**config.mk**
```make
export PLATFORM = sky130hd
export DESIGN_NAME = prwb_div
export DESIGN_NICKNAME = d
export VERILOG_FILES = /design/src/hw/rtl/perfect_reflector_white_balance_core_defines.svh /design/src/hw/rtl/prwb_pkg.sv /design/src/hw/rtl/prwb_div.sv
export SDC_FILE = /design/constraint.sdc
export NUM_CORES = 1
export LEC_CHECK = 0
export CAP_MARGIN = 20
export CORE_MARGIN = 3
export CORE_UTILIZATION = 35
export DETAILED_ROUTE_END_ITERATION = 7
export DONT_BUFFER_PORTS = 1
export GPL_TIMING_DRIVEN = 0
export SLEW_MARGIN = 10
export SYNTH_ARGS = -nofsm -noshare
export SYNTH_HDL_FRONTEND = slang
export SYNTH_SLANG_ARGS = --single-unit
```
**constraint.sdc**
```tcl
create_clock -name clock -period 6.1 [get_ports clock]
set_clock_uncertainty 0.15 [all_clocks]
set_input_delay 0.305 -clock clock [delete_from_list [all_inputs] [get_ports clock]]
set_output_delay 0.305 -clock clock [all_outputs]
set_load 0.01 [all_outputs]
```
**src/hw/rtl/perfect_reflector_white_balance_core_defines.svh**
```systemverilog
// ----------------------------------------------------------------------------
// Assertion macros for the perfect reflector white balance core.
// Each macro checks a property on the rising clock edge, held off during reset.
// ----------------------------------------------------------------------------
`ifndef PERFECT_REFLECTOR_WHITE_BALANCE_CORE_DEFINES_SVH
`define PERFECT_REFLECTOR_WHITE_BALANCE_CORE_DEFINES_SVH

// The consequent must hold in the same cycle as the antecedent.
`define PRWB_ASSERT_NOW(label, ante, cons, msg) \
   label: assert property (@(posedge clock) disable iff (reset) (ante) |-> (cons)) \
      else $error(msg);

// The consequent must hold in the cycle after the antecedent.
`define PRWB_ASSERT_NEXT(label, ante, cons, msg) \
   label: assert property (@(posedge clock) disable iff (reset) (ante) |=> (cons)) \
      else $error(msg);

`endif

```
**src/hw/rtl/prwb_pkg.sv**
```systemverilog
// ----------------------------------------------------------------------------
// prwb_pkg
// Shared constants and types of the perfect reflector white balance core.
// ----------------------------------------------------------------------------
`default_nettype none

package prwb_pkg;

   localparam int BinW    = 10;
   localparam int CountW  = 20;
   localparam int SumW    = 28;
   localparam int RunW    = 30;
   localparam int TargetW = 36;
   localparam int RatioW  = 16;

   localparam logic [BinW-1:0]   TopBin     = 10'd765;
   localparam logic [CountW-1:0] CountMax   = 20'd1048575;
   localparam logic [SumW-1:0]   SumMax     = 28'hFFFFFFF;
   localparam logic [RatioW-1:0] RatioReset = 16'd3277;

   localparam logic [1:0] OpHist    = 2'd0;
   localparam logic [1:0] OpMean    = 2'd1;
   localparam logic [1:0] OpCorrect = 2'd2;

   // Commands from the sequencer to the histogram unit.
   typedef struct packed {
      logic                 inc;
      logic                 walk;
      logic [BinW-1:0]      bin;
      logic [TargetW-1:0]   target;
   } hist_cmd_type;

   typedef struct packed {
      logic                 busy;
      logic [BinW-1:0]      threshold;
   } hist_stat_type;

endpackage

`default_nettype wire

```
**src/hw/rtl/prwb_div.sv**
```systemverilog
// ----------------------------------------------------------------------------
// prwb_div
// Shared restoring divider with an 8-bit quotient that saturates at 255.
// ----------------------------------------------------------------------------
`default_nettype none

module prwb_div (
   input  wire logic                      clock,
   input  wire logic                      reset,
   input  wire logic                      start,
   input  wire logic [prwb_pkg::SumW-1:0]   dividend,
   input  wire logic [prwb_pkg::CountW-1:0] divisor,
   output logic                           busy,
   output logic                           done,
   output logic [7:0]                     quotient
);
   import prwb_pkg::*;

   logic                run_ff, run_in;
   logic                done_ff, done_in;
   logic [3:0]          step_ff, step_in;
   logic [SumW-1:0]     rem_ff, rem_in;
   logic [CountW-1:0]   dvs_ff, dvs_in;
   logic [7:0]          q_ff, q_in;
   logic [SumW-1:0]     trial;

   always_comb begin
      run_in  = run_ff;
      done_in = 1'b0;
      step_in = step_ff;
      rem_in  = rem_ff;
      dvs_in  = dvs_ff;
      q_in    = q_ff;
      trial   = {8'd0, dvs_ff} << step_ff[2:0];
      if (start) begin
         run_in  = 1'b1;
         step_in = 4'd8;
         rem_in  = dividend;
         dvs_in  = divisor;
         q_in    = 8'd0;
      end else if (run_ff) begin
         // The first step only checks whether the quotient reaches 256.
         if (step_ff[3]) begin
            if ({1'b0, rem_ff} >= {1'b0, dvs_ff, 8'd0}) begin
               q_in    = 8'd255;
               run_in  = 1'b0;
               done_in = 1'b1;
            end else begin
               step_in = 4'd7;
            end
         end else begin
            if (rem_ff >= trial) begin
               rem_in = rem_ff - trial;
               q_in[step_ff[2:0]] = 1'b1;
            end
            if (step_ff == 4'd0) begin
               run_in  = 1'b0;
               done_in = 1'b1;
            end else begin
               step_in = step_ff - 4'd1;
            end
         end
      end
   end

   always_ff @(posedge clock) begin
      if (reset) begin
         run_ff  <= 1'b0;
         done_ff <= 1'b0;
      end else begin
         run_ff  <= run_in;
         done_ff <= done_in;
      end
      step_ff <= step_in;
      rem_ff  <= rem_in;
      dvs_ff  <= dvs_in;
      q_ff    <= q_in;
   end

   assign busy     = run_ff;
   assign done     = done_ff;
   assign quotient = q_ff;

endmodule

`default_nettype wire

```
# After elaboration in Yosys (flattened, before gate mapping)
# Cells that the tools add are included.
[word_totals]
register_bits = 62
output_inout_bits = 10
inputBits = 51
word_cells = 49
[classes]
order_cmp = 4
n_reduce_logical = 9
n_shift = 1
bitwise = 2
add_sub_neg = 2
n_eq_ne = 4
n_mux = 20
[op_table]
columns = ["cell", "n"]
rows = [
  ["$mux W28", 4],
  ["$ge A28 B28 Y1", 2],
  ["$shl A20 B3 Y28", 1],
  ["$sub A28 B28 Y28", 1],
  ["$mux W8", 3],
  ["$mux W4", 3],
  ["$mux W1", 9],
  ["$reduce_and A3 Y1", 3],
  ["$or A8 B8 Y8", 1],
  ["$ne A2 B2 Y1 const B", 3],
  ["$reduce_bool A2 Y1", 3],
  ["$logic_not A4 Y1", 1],
  ["$lt A3 B4 Y1 const B", 1],
  ["$sub A4 B1 Y4 const B", 1],
  ["$demux W1 S3", 1],
  ["$ge A3 B1 Y1 const B", 1],
  ["$reduce_or A3 Y1", 1],
  ["$ne A2 B1 Y1 const B", 1],
  ["$logic_and A1 B1 Y1", 1],
  ["$not A1 Y1", 1],
]

# Logic depth before layout (Yosys ltp)
# Gate-level depths: netlist of run 1.
[logic_depth]
ltp_word = 7
mapped_depth = 15
depth_no_buf = 13

# Worst setup path after synthesis of run 1
# OpenSTA, ideal clock, no wires.
[synth_timing]
kind = "flip-flop to flip-flop"
startpoint = "reg step_ff[0]"
endpoint = "reg rem_ff[0], enable pin"
setup_time_ps = 527
t_required_ps = 5423
path_buffers = 3
stages_incl_launch_ff = 13
setup_slack_ps = 1783
arrival_time_ps = 3641
synth_period_minus_slack_ps = 4317
path_cell_list = "dfxtp_1 -> clkbuf_1 -> buf_2 -> buf_1 -> mux4_2 -> mux2i_1 -> ha_1 -> and2_1 -> and3_1 -> a31oi_1 -> nor2_1 -> o41ai_4 -> nand3_1"
[synth_between]
elab_chain_len = 4
[synth_rtl]
columns = ["item", "line", "rtl"]
rows = [
  ["start: declaration", "prwb_div.sv:21", "logic [3:0] step_ff, step_in;"],
  ["start signal: assignment", "prwb_div.sv:74", "step_ff <= step_in;"],
  ["$shl A20 B3 Y28", "prwb_div.sv:34", "trial = {8'd0, dvs_ff} << step_ff[2:0];"],
  ["$ge A28 B28 Y1", "prwb_div.sv:52", "if (rem_ff >= trial) begin"],
  ["$reduce_bool A2 Y1 (no source line)", "--", ""],
  ["$reduce_and A3 Y1 (no source line)", "--", ""],
  ["end signal: assignment", "prwb_div.sv:75", "rem_ff <= rem_in;"],
  ["end: declaration", "prwb_div.sv:22", "logic [SumW-1:0] rem_ff, rem_in;"],
]
# No other way between the ends.
# A chain may end at the register's enable or synchronous reset.

# Final worst setup path of run 1
[layout_timing]
startpoint = "reg step_ff[0]"
endpoint = "reg rem_ff[1], enable pin"
# Same word-level chain as after synthesis.

==> results of run 1 <==
per-stage QoR:
| stage | cells | hold slack (ns) | power, uW |
|---|---|---|---|
| floorplan | 563 | 0.228 | 1490 |
| global placement | 743 | 0.230 | 1740 |
| detailed placement | 743 | 0.234 | 1760 |
| CTS | 788 | 0.00164 | 2350 |
| global route | 788 | 0.0117 | 2520 |
| finish | 788 | 0.00490 | 2360 |
kinds of logic after synthesis:
group,Yosys count,synth area share
multiplexers,39,0.0953
AND/OR/NAND/NOR,170,0.161
AO/OA/AOI/OAI,171,0.221
XOR/XNOR,15,0.0255
flip-flops,62,0.334
buffers and inverters,58,0.0445
adder cells (fa/ha/maj),48,0.118
Yosys cell counts, types with 5 or more instances:
| master | number |
|---|---|
| a211oi_1 | 11 |
| nand4_1 | 7 |
| ha_1 | 47 |
| xor2_1 | 9 |
| inv_1 | 32 |
| nor2_1 | 35 |
| a31oi_1 | 10 |
| dfxtp_1 | 14 |
| o31a_1 | 7 |
| o21ai_0 | 41 |
| o211ai_1 | 5 |
| xnor2_1 | 6 |
| and3_1 | 7 |
| o21a_1 | 5 |
| nand3_1 | 9 |
| o31ai_1 | 6 |
| a21oi_1 | 50 |
| a21o_1 | 8 |
| nor2b_1 | 6 |
| clkbuf_1 | 14 |
| mux2i_1 | 31 |
| nor3_1 | 8 |
| or3_1 | 5 |
| mux4_2 | 8 |
| buf_1 | 7 |
| nand2_1 | 65 |
| edfxtp_1 | 48 |
cell type report:
type / instances / share of cell area
clock buffers: 11 / 0.0405
well taps: 180 / 0.0376
repair buffers: 29 / 0.0484
multi-input cells: 443 / 0.534
plain buffers: 25 / 0.0175
inverters: 33 / 0.0207
flip-flops and latches: 62 / 0.287
clock inverters: 5 / 0.0138
flip-flops by register name, indices dropped and copies added, names as in the netlist:
| register | count |
|---|---|
| rem_ff | 28 |
| quotient | 8 |
| step_ff | 4 |
| dvs_ff | 20 |
| busy | 1 |
| done | 1 |
power by group through the flow:
| stage | logic, uW | clock network [uW] | registers, uW |
|---|---|---|---|
| finish | 1170 | 564 | 631 |
| global route | 1290 | 588 | 638 |
| CTS | 1150 | 573 | 632 |
| detailed placement | 1120 | 0 | 640 |
| global placement | 1100 | 0 | 640 |
| floorplan | 881 | 0 | 606 |
per-layer routing:
metal	track usage	share of wire	vias up
met1	0.247	0.43	2232
met3	0.0376	0.061	18
met4	0.0530	0.015	0
met5	0	0	-
met2	0.324	0.49	177
li1	-	-	2198
worst paths after layout:
path,from,end,slack (ns),cells after the start
max,step_ff[0]$_SDFFE_PP0P_,rem_ff[1]$_DFFE_PP_,0.89,13
min,dividend[6],rem_ff[6]$_DFFE_PP_,0.005,2
max reg2reg,step_ff[0]$_SDFFE_PP0P_,rem_ff[1]$_DFFE_PP_,0.89,13
min reg2reg,quotient[5]$_SDFFE_PP0P_,quotient[5]$_SDFFE_PP0P_,0.40,1
==> flow_metrics.env, run 1 <==
export IMPL_status="complete, no violations"
export IMPL_synth_cells=563
export IMPL_netlist_area_leader_share=0.280
export IMPL_grt_pass1_vias=4404
export IMPL_power_density_mw_per_mm2=394
export IMPL_place_ws_ns=0.901
export IMPL_rsz0062_at_grt="false"
export IMPL_cpLargestDelayFamily="simple AND/OR/NAND/NOR gates"
export IMPL_peakVddDrop_uv=229
export IMPL_track_usage=0.191
export IMPL_yosys_warnings=0
export IMPL_viasPerCell=5.87
export IMPL_power_switching_uw=963
export IMPL_relSlewSlack=0.348
export IMPL_dr_pass1_iters=5
export IMPL_cts_path_max_buffers=2
export IMPL_core_mm2=0.0141
export IMPL_mostFrequentLayoutCells="65 x nand2_1, 50 x a21oi_1, 48 x edfxtp_1"
export IMPL_postCtsSetupBuffers=0
export IMPL_row_count=43
export IMPL_die_w_um=127
export IMPL_tns_ns=0
export IMPL_setup_worst_path_class="reg -> reg"
export IMPL_tritoncts="yes"
export IMPL_synthToLayoutAreaGrowth_pct=16.4
export IMPL_root_buffer="clkbuf_16"
export IMPL_design_area_mm2=0.00599
export IMPL_worst_path_buf_inv=3
export IMPL_cp_slowest_cell="nand3_2"
export IMPL_p_clk_frac=0.239
export IMPL_ant_nets=0
export IMPL_layout_commonest_cell="nand2_1"
export IMPL_crit_required_ns=5.79
export IMPL_pin_count=61
export IMPL_synth_top_cell_by_area="edfxtp_1"
export IMPL_multi_input_area_mm2=0.00320
export IMPL_slew_viol_final=0
export IMPL_avgRoutedWirePerCell_um=19.7
export IMPL_synth_area_top_cells="edfxtp_1 28%, ha_1 11%, mux2i_1 6.0%"
export IMPL_tightest_slew_ns=0.975
export IMPL_fin_util=0.424
export IMPL_regArea_mm2=0.00172
export IMPL_drv_cap=0
export IMPL_ys_flop_type="edfxtp_1"
export IMPL_routabilityCongestion=0.953
export IMPL_initial_core_util=0.364
export IMPL_cp_common_cell="and3_1"
export IMPL_synth_edf_count=48
export IMPL_start_kind="register"
export IMPL_period_share=0.854
export IMPL_die_height_um=127
export IMPL_ys_async_sr_fraction=0
export IMPL_finalSetupViolCount=0
export IMPL_portBuffers=0
export IMPL_cts_sinks=62
export IMPL_swShare=0.408
export IMPL_clk_pin_slew_ns=0.06
export IMPL_drc=0
export IMPL_fillers=1369
export IMPL_min_path_type="in -> reg"
export IMPL_power_frac_seq=0.267
export IMPL_placed_area_mm2=0.00538
export IMPL_worst_skew_pair_late_latency_ns=0.35
export IMPL_worst_slack_ns=0.890
export IMPL_hold_viol_final=0
export IMPL_drt_wl_total_um=15500
export IMPL_dr_first_iter_drc_count=464
export IMPL_avgSynthCellArea_um2=9.14
export IMPL_slowest_delay_ns=0.78
export IMPL_syn_num_nets=662
export IMPL_end_kind="register"
export IMPL_layout_nets=702
export IMPL_internal_power_uw=1400
export IMPL_crit_fanout=28
export IMPL_path_cells="clkbuf_1 -> buf_2 -> buf_1 -> a211oi_1 -> a21oi_1 -> mux2i_1 -> ha_1 -> and3_1 -> and3_1 -> a31oi_1 -> nor2_1 -> o41ai_4 -> nand3_2"
export IMPL_diodes=0
export IMPL_syn_area_mm2=0.00515
export IMPL_grt_pass1_wl_um=23800
export IMPL_worstPathArrival_ns=4.90
export IMPL_grt_antenna_before_repair=0
export IMPL_p_leak_uw=0.00241
export IMPL_cts_resized=0
export IMPL_numCtsBuffers=9
export IMPL_hold_buffers=29
export IMPL_num_vias=4625
export IMPL_synth_distinct_cells=69
export IMPL_place_hpwl_um=12100
export IMPL_cts_htree_levels=3
export IMPL_layout_drive_gt1_share=0.0707
export IMPL_pwr_share_comb=0.494
export IMPL_overflow=0
export IMPL_layout_min_cycle_time_ns=5.21
export IMPL_grt_max_degree=29
export IMPL_ys_ff_latch=62
export IMPL_yosysSeqAreaShare=0.334
export IMPL_max_freq_mhz=192
export IMPL_die_area_mm2=0.0162
Note: power is estimated with default switching activity, not from simulation.
==> run 2, diff against run 1 <==
==> constraint.sdc (replaced) <==
create_clock -name clock -period 6.59 [get_ports clock]
set_clock_uncertainty 0.15 [all_clocks]
set_input_delay 0.3295 -clock clock [delete_from_list [all_inputs] [get_ports clock]]
set_output_delay 0.3295 -clock clock [all_outputs]
set_load 0.01 [all_outputs]
==> run 2 against run 1 <==
Combinational power shrank 8%. Final cell count fell by 0.89%. Cell area fell by 1.2%. Total power fell by 7.6%. Sequential power decreased by 7.6%. Worst setup slack better by 0.50 ns. Clock power is 7.3% lower.
==> flow_metrics.env, run 2 (same netlist as run 1, synthesis figures left out) <==
export IMPL_worst_slack_ns=1.39
export IMPL_min_path_cells=2
export IMPL_rrSetupSlack_ns=1.39
export IMPL_start_kind="register"
export IMPL_finalSetupViolCount=0
export IMPL_drc=0
export IMPL_mostFrequentLayoutCells="65 x nand2_1, 50 x a21oi_1, 48 x edfxtp_1"
export IMPL_synthToLayoutAreaGrowth_pct=15.1
export IMPL_avgRoutedWirePerCell_um=19.8
export IMPL_diodes=0
export IMPL_dr_pass1_iters=5
export IMPL_grt_pass1_wl_um=23800
export IMPL_portBuffers=0
export IMPL_r2r_start="step_ff[0]$_SDFFE_PP0P_"
export IMPL_fillers=1374
export IMPL_ant_nets=0
export IMPL_num_vias=4646
export IMPL_root_buffer="clkbuf_16"
export IMPL_clk_pin_slew_ns=0.05
export IMPL_setup_worst_path_class="reg -> reg"
export IMPL_largest_reg_flops=28
export IMPL_grt_max_degree=29
export IMPL_tritoncts="yes"
export IMPL_track_usage=0.191
export IMPL_cts_htree_levels=3
export IMPL_min_to="rem_ff[26]$_DFFE_PP_"
export IMPL_layout_nets=695
export IMPL_regArea_mm2=0.00172
export IMPL_tns_ns=0
export IMPL_die_height_um=127
export IMPL_crit_fanout=28
export IMPL_pin_count=61
export IMPL_top_register="rem_ff"
export IMPL_numCtsBuffers=9
export IMPL_max_freq_mhz=192
export IMPL_end_kind="register"
export IMPL_multi_input_area_mm2=0.00320
export IMPL_die_area_mm2=0.0162
export IMPL_drv_cap=0
export IMPL_peakVddDrop_uv=212
export IMPL_setup_worst_path_start="step_ff[0]$_SDFFE_PP0P_"
export IMPL_drt_wl_total_um=15500
export IMPL_layout_commonest_cell="nand2_1"
export IMPL_timing_rr_end="rem_ff[1]$_DFFE_PP_"
export IMPL_worstPathArrival_ns=4.88
export IMPL_slew_viol_final=0
export IMPL_hold_path_startpoint="dividend[26]"
export IMPL_rsz0062_at_grt="false"
export IMPL_routabilityCongestion=0.953
export IMPL_postCtsSetupBuffers=0
export IMPL_grt_antenna_before_repair=0
export IMPL_period_share=0.789
export IMPL_layout_min_cycle_time_ns=5.20
export IMPL_tightest_slew_ns=0.981
export IMPL_p_leak_uw=0.00238
export IMPL_row_count=43
export IMPL_min_path_type="in -> reg"
export IMPL_power_density_mw_per_mm2=368
export IMPL_status="complete, no violations"
export IMPL_overflow=0
export IMPL_layout_drive_gt1_share=0.0715
export IMPL_hold_viol_final=0
export IMPL_place_hpwl_um=12100
export IMPL_r2r_worst_path_cells=13
export IMPL_cts_sinks=62
export IMPL_viasPerCell=5.95
export IMPL_crit_required_ns=6.28
export IMPL_grt_pass1_vias=4374
export IMPL_die_w_um=127
export IMPL_place_ws_ns=1.39
export IMPL_relSlewSlack=0.344
export IMPL_dr_first_iter_drc_count=413
export IMPL_core_mm2=0.0141
export IMPL_initial_core_util=0.364
export IMPL_cts_path_max_buffers=2
export IMPL_worst_skew_pair_late_latency_ns=0.35
## run 2: what timing repair did
action | in CTS | in global routing
hold endpoints to repair | 41 | 0
hold buffers | 22 | 0
resized for setup | 0 | 0
## run 2: through the flow
stage                      util  hold slack [ns]  total power, uW  instances  instance area, um2
after CTS                 0.419         0.000874             2180        781                5920
final                     0.419           0.0111             2180        781                5920
after detailed placement  0.380            0.258             1630        743                5380
after global placement    0.380            0.255             1610        743                5370
after floorplan               -            0.252             1380        563                5150
after global routing      0.419           0.0169             2330        781                5920
## run 2: how the worst max path moves through the flow
stage                                      to  slack (ns)  depth (start not counted)
after floorplan           rem_ff[0]$_DFFE_PP_        2.27                         12
after global placement    rem_ff[6]$_DFFE_PP_        0.95                         12
after detailed placement  rem_ff[6]$_DFFE_PP_        1.39                         13
after CTS                 rem_ff[1]$_DFFE_PP_        1.34                         13
after global routing      rem_ff[1]$_DFFE_PP_        1.06                         13
final                     rem_ff[1]$_DFFE_PP_        1.39                         13
## run 2: final cells by class
class / instances / area share
tap: 180 / 0.0380
sequential: 62 / 0.291
clock buffer: 11 / 0.0410
multi-input combinational: 443 / 0.541
timing repair buffer: 22 / 0.0372
buffer: 25 / 0.0177
clock inverter: 5 / 0.0139
inverter: 33 / 0.0209
## run 2: report_power, final
part / leakage [uW] / switching [uW] / internal [uW]
Combinational: 0.00164 / 642 / 433
Sequential: 0.000588 / 66.3 / 517
Clock: 0.000148 / 182 / 341
## run 2: critical path: stages, from the launching register on
cell and delay [ns]:
dfxtp_1 0.30, clkbuf_1 0.25, buf_2 0.37, buf_1 0.50, a211oi_1 0.15, a21oi_1 0.22
mux2i_1 0.14, ha_1 0.38, and3_1 0.28, and3_1 0.25, a31oi_1 0.25, nor2_1 0.11
o41ai_4 0.52, nand3_2 0.78
## run 2: layer usage
layer / wire [um] / vias up / GRT usage
li1: - / 2187 / -
met1: 6620 / 2244 / 0.246
met2: 7600 / 196 / 0.325
met3: 1040 / 19 / 0.0410
met4: 239 / 0 / 0.0505
met5: 0 / - / 0
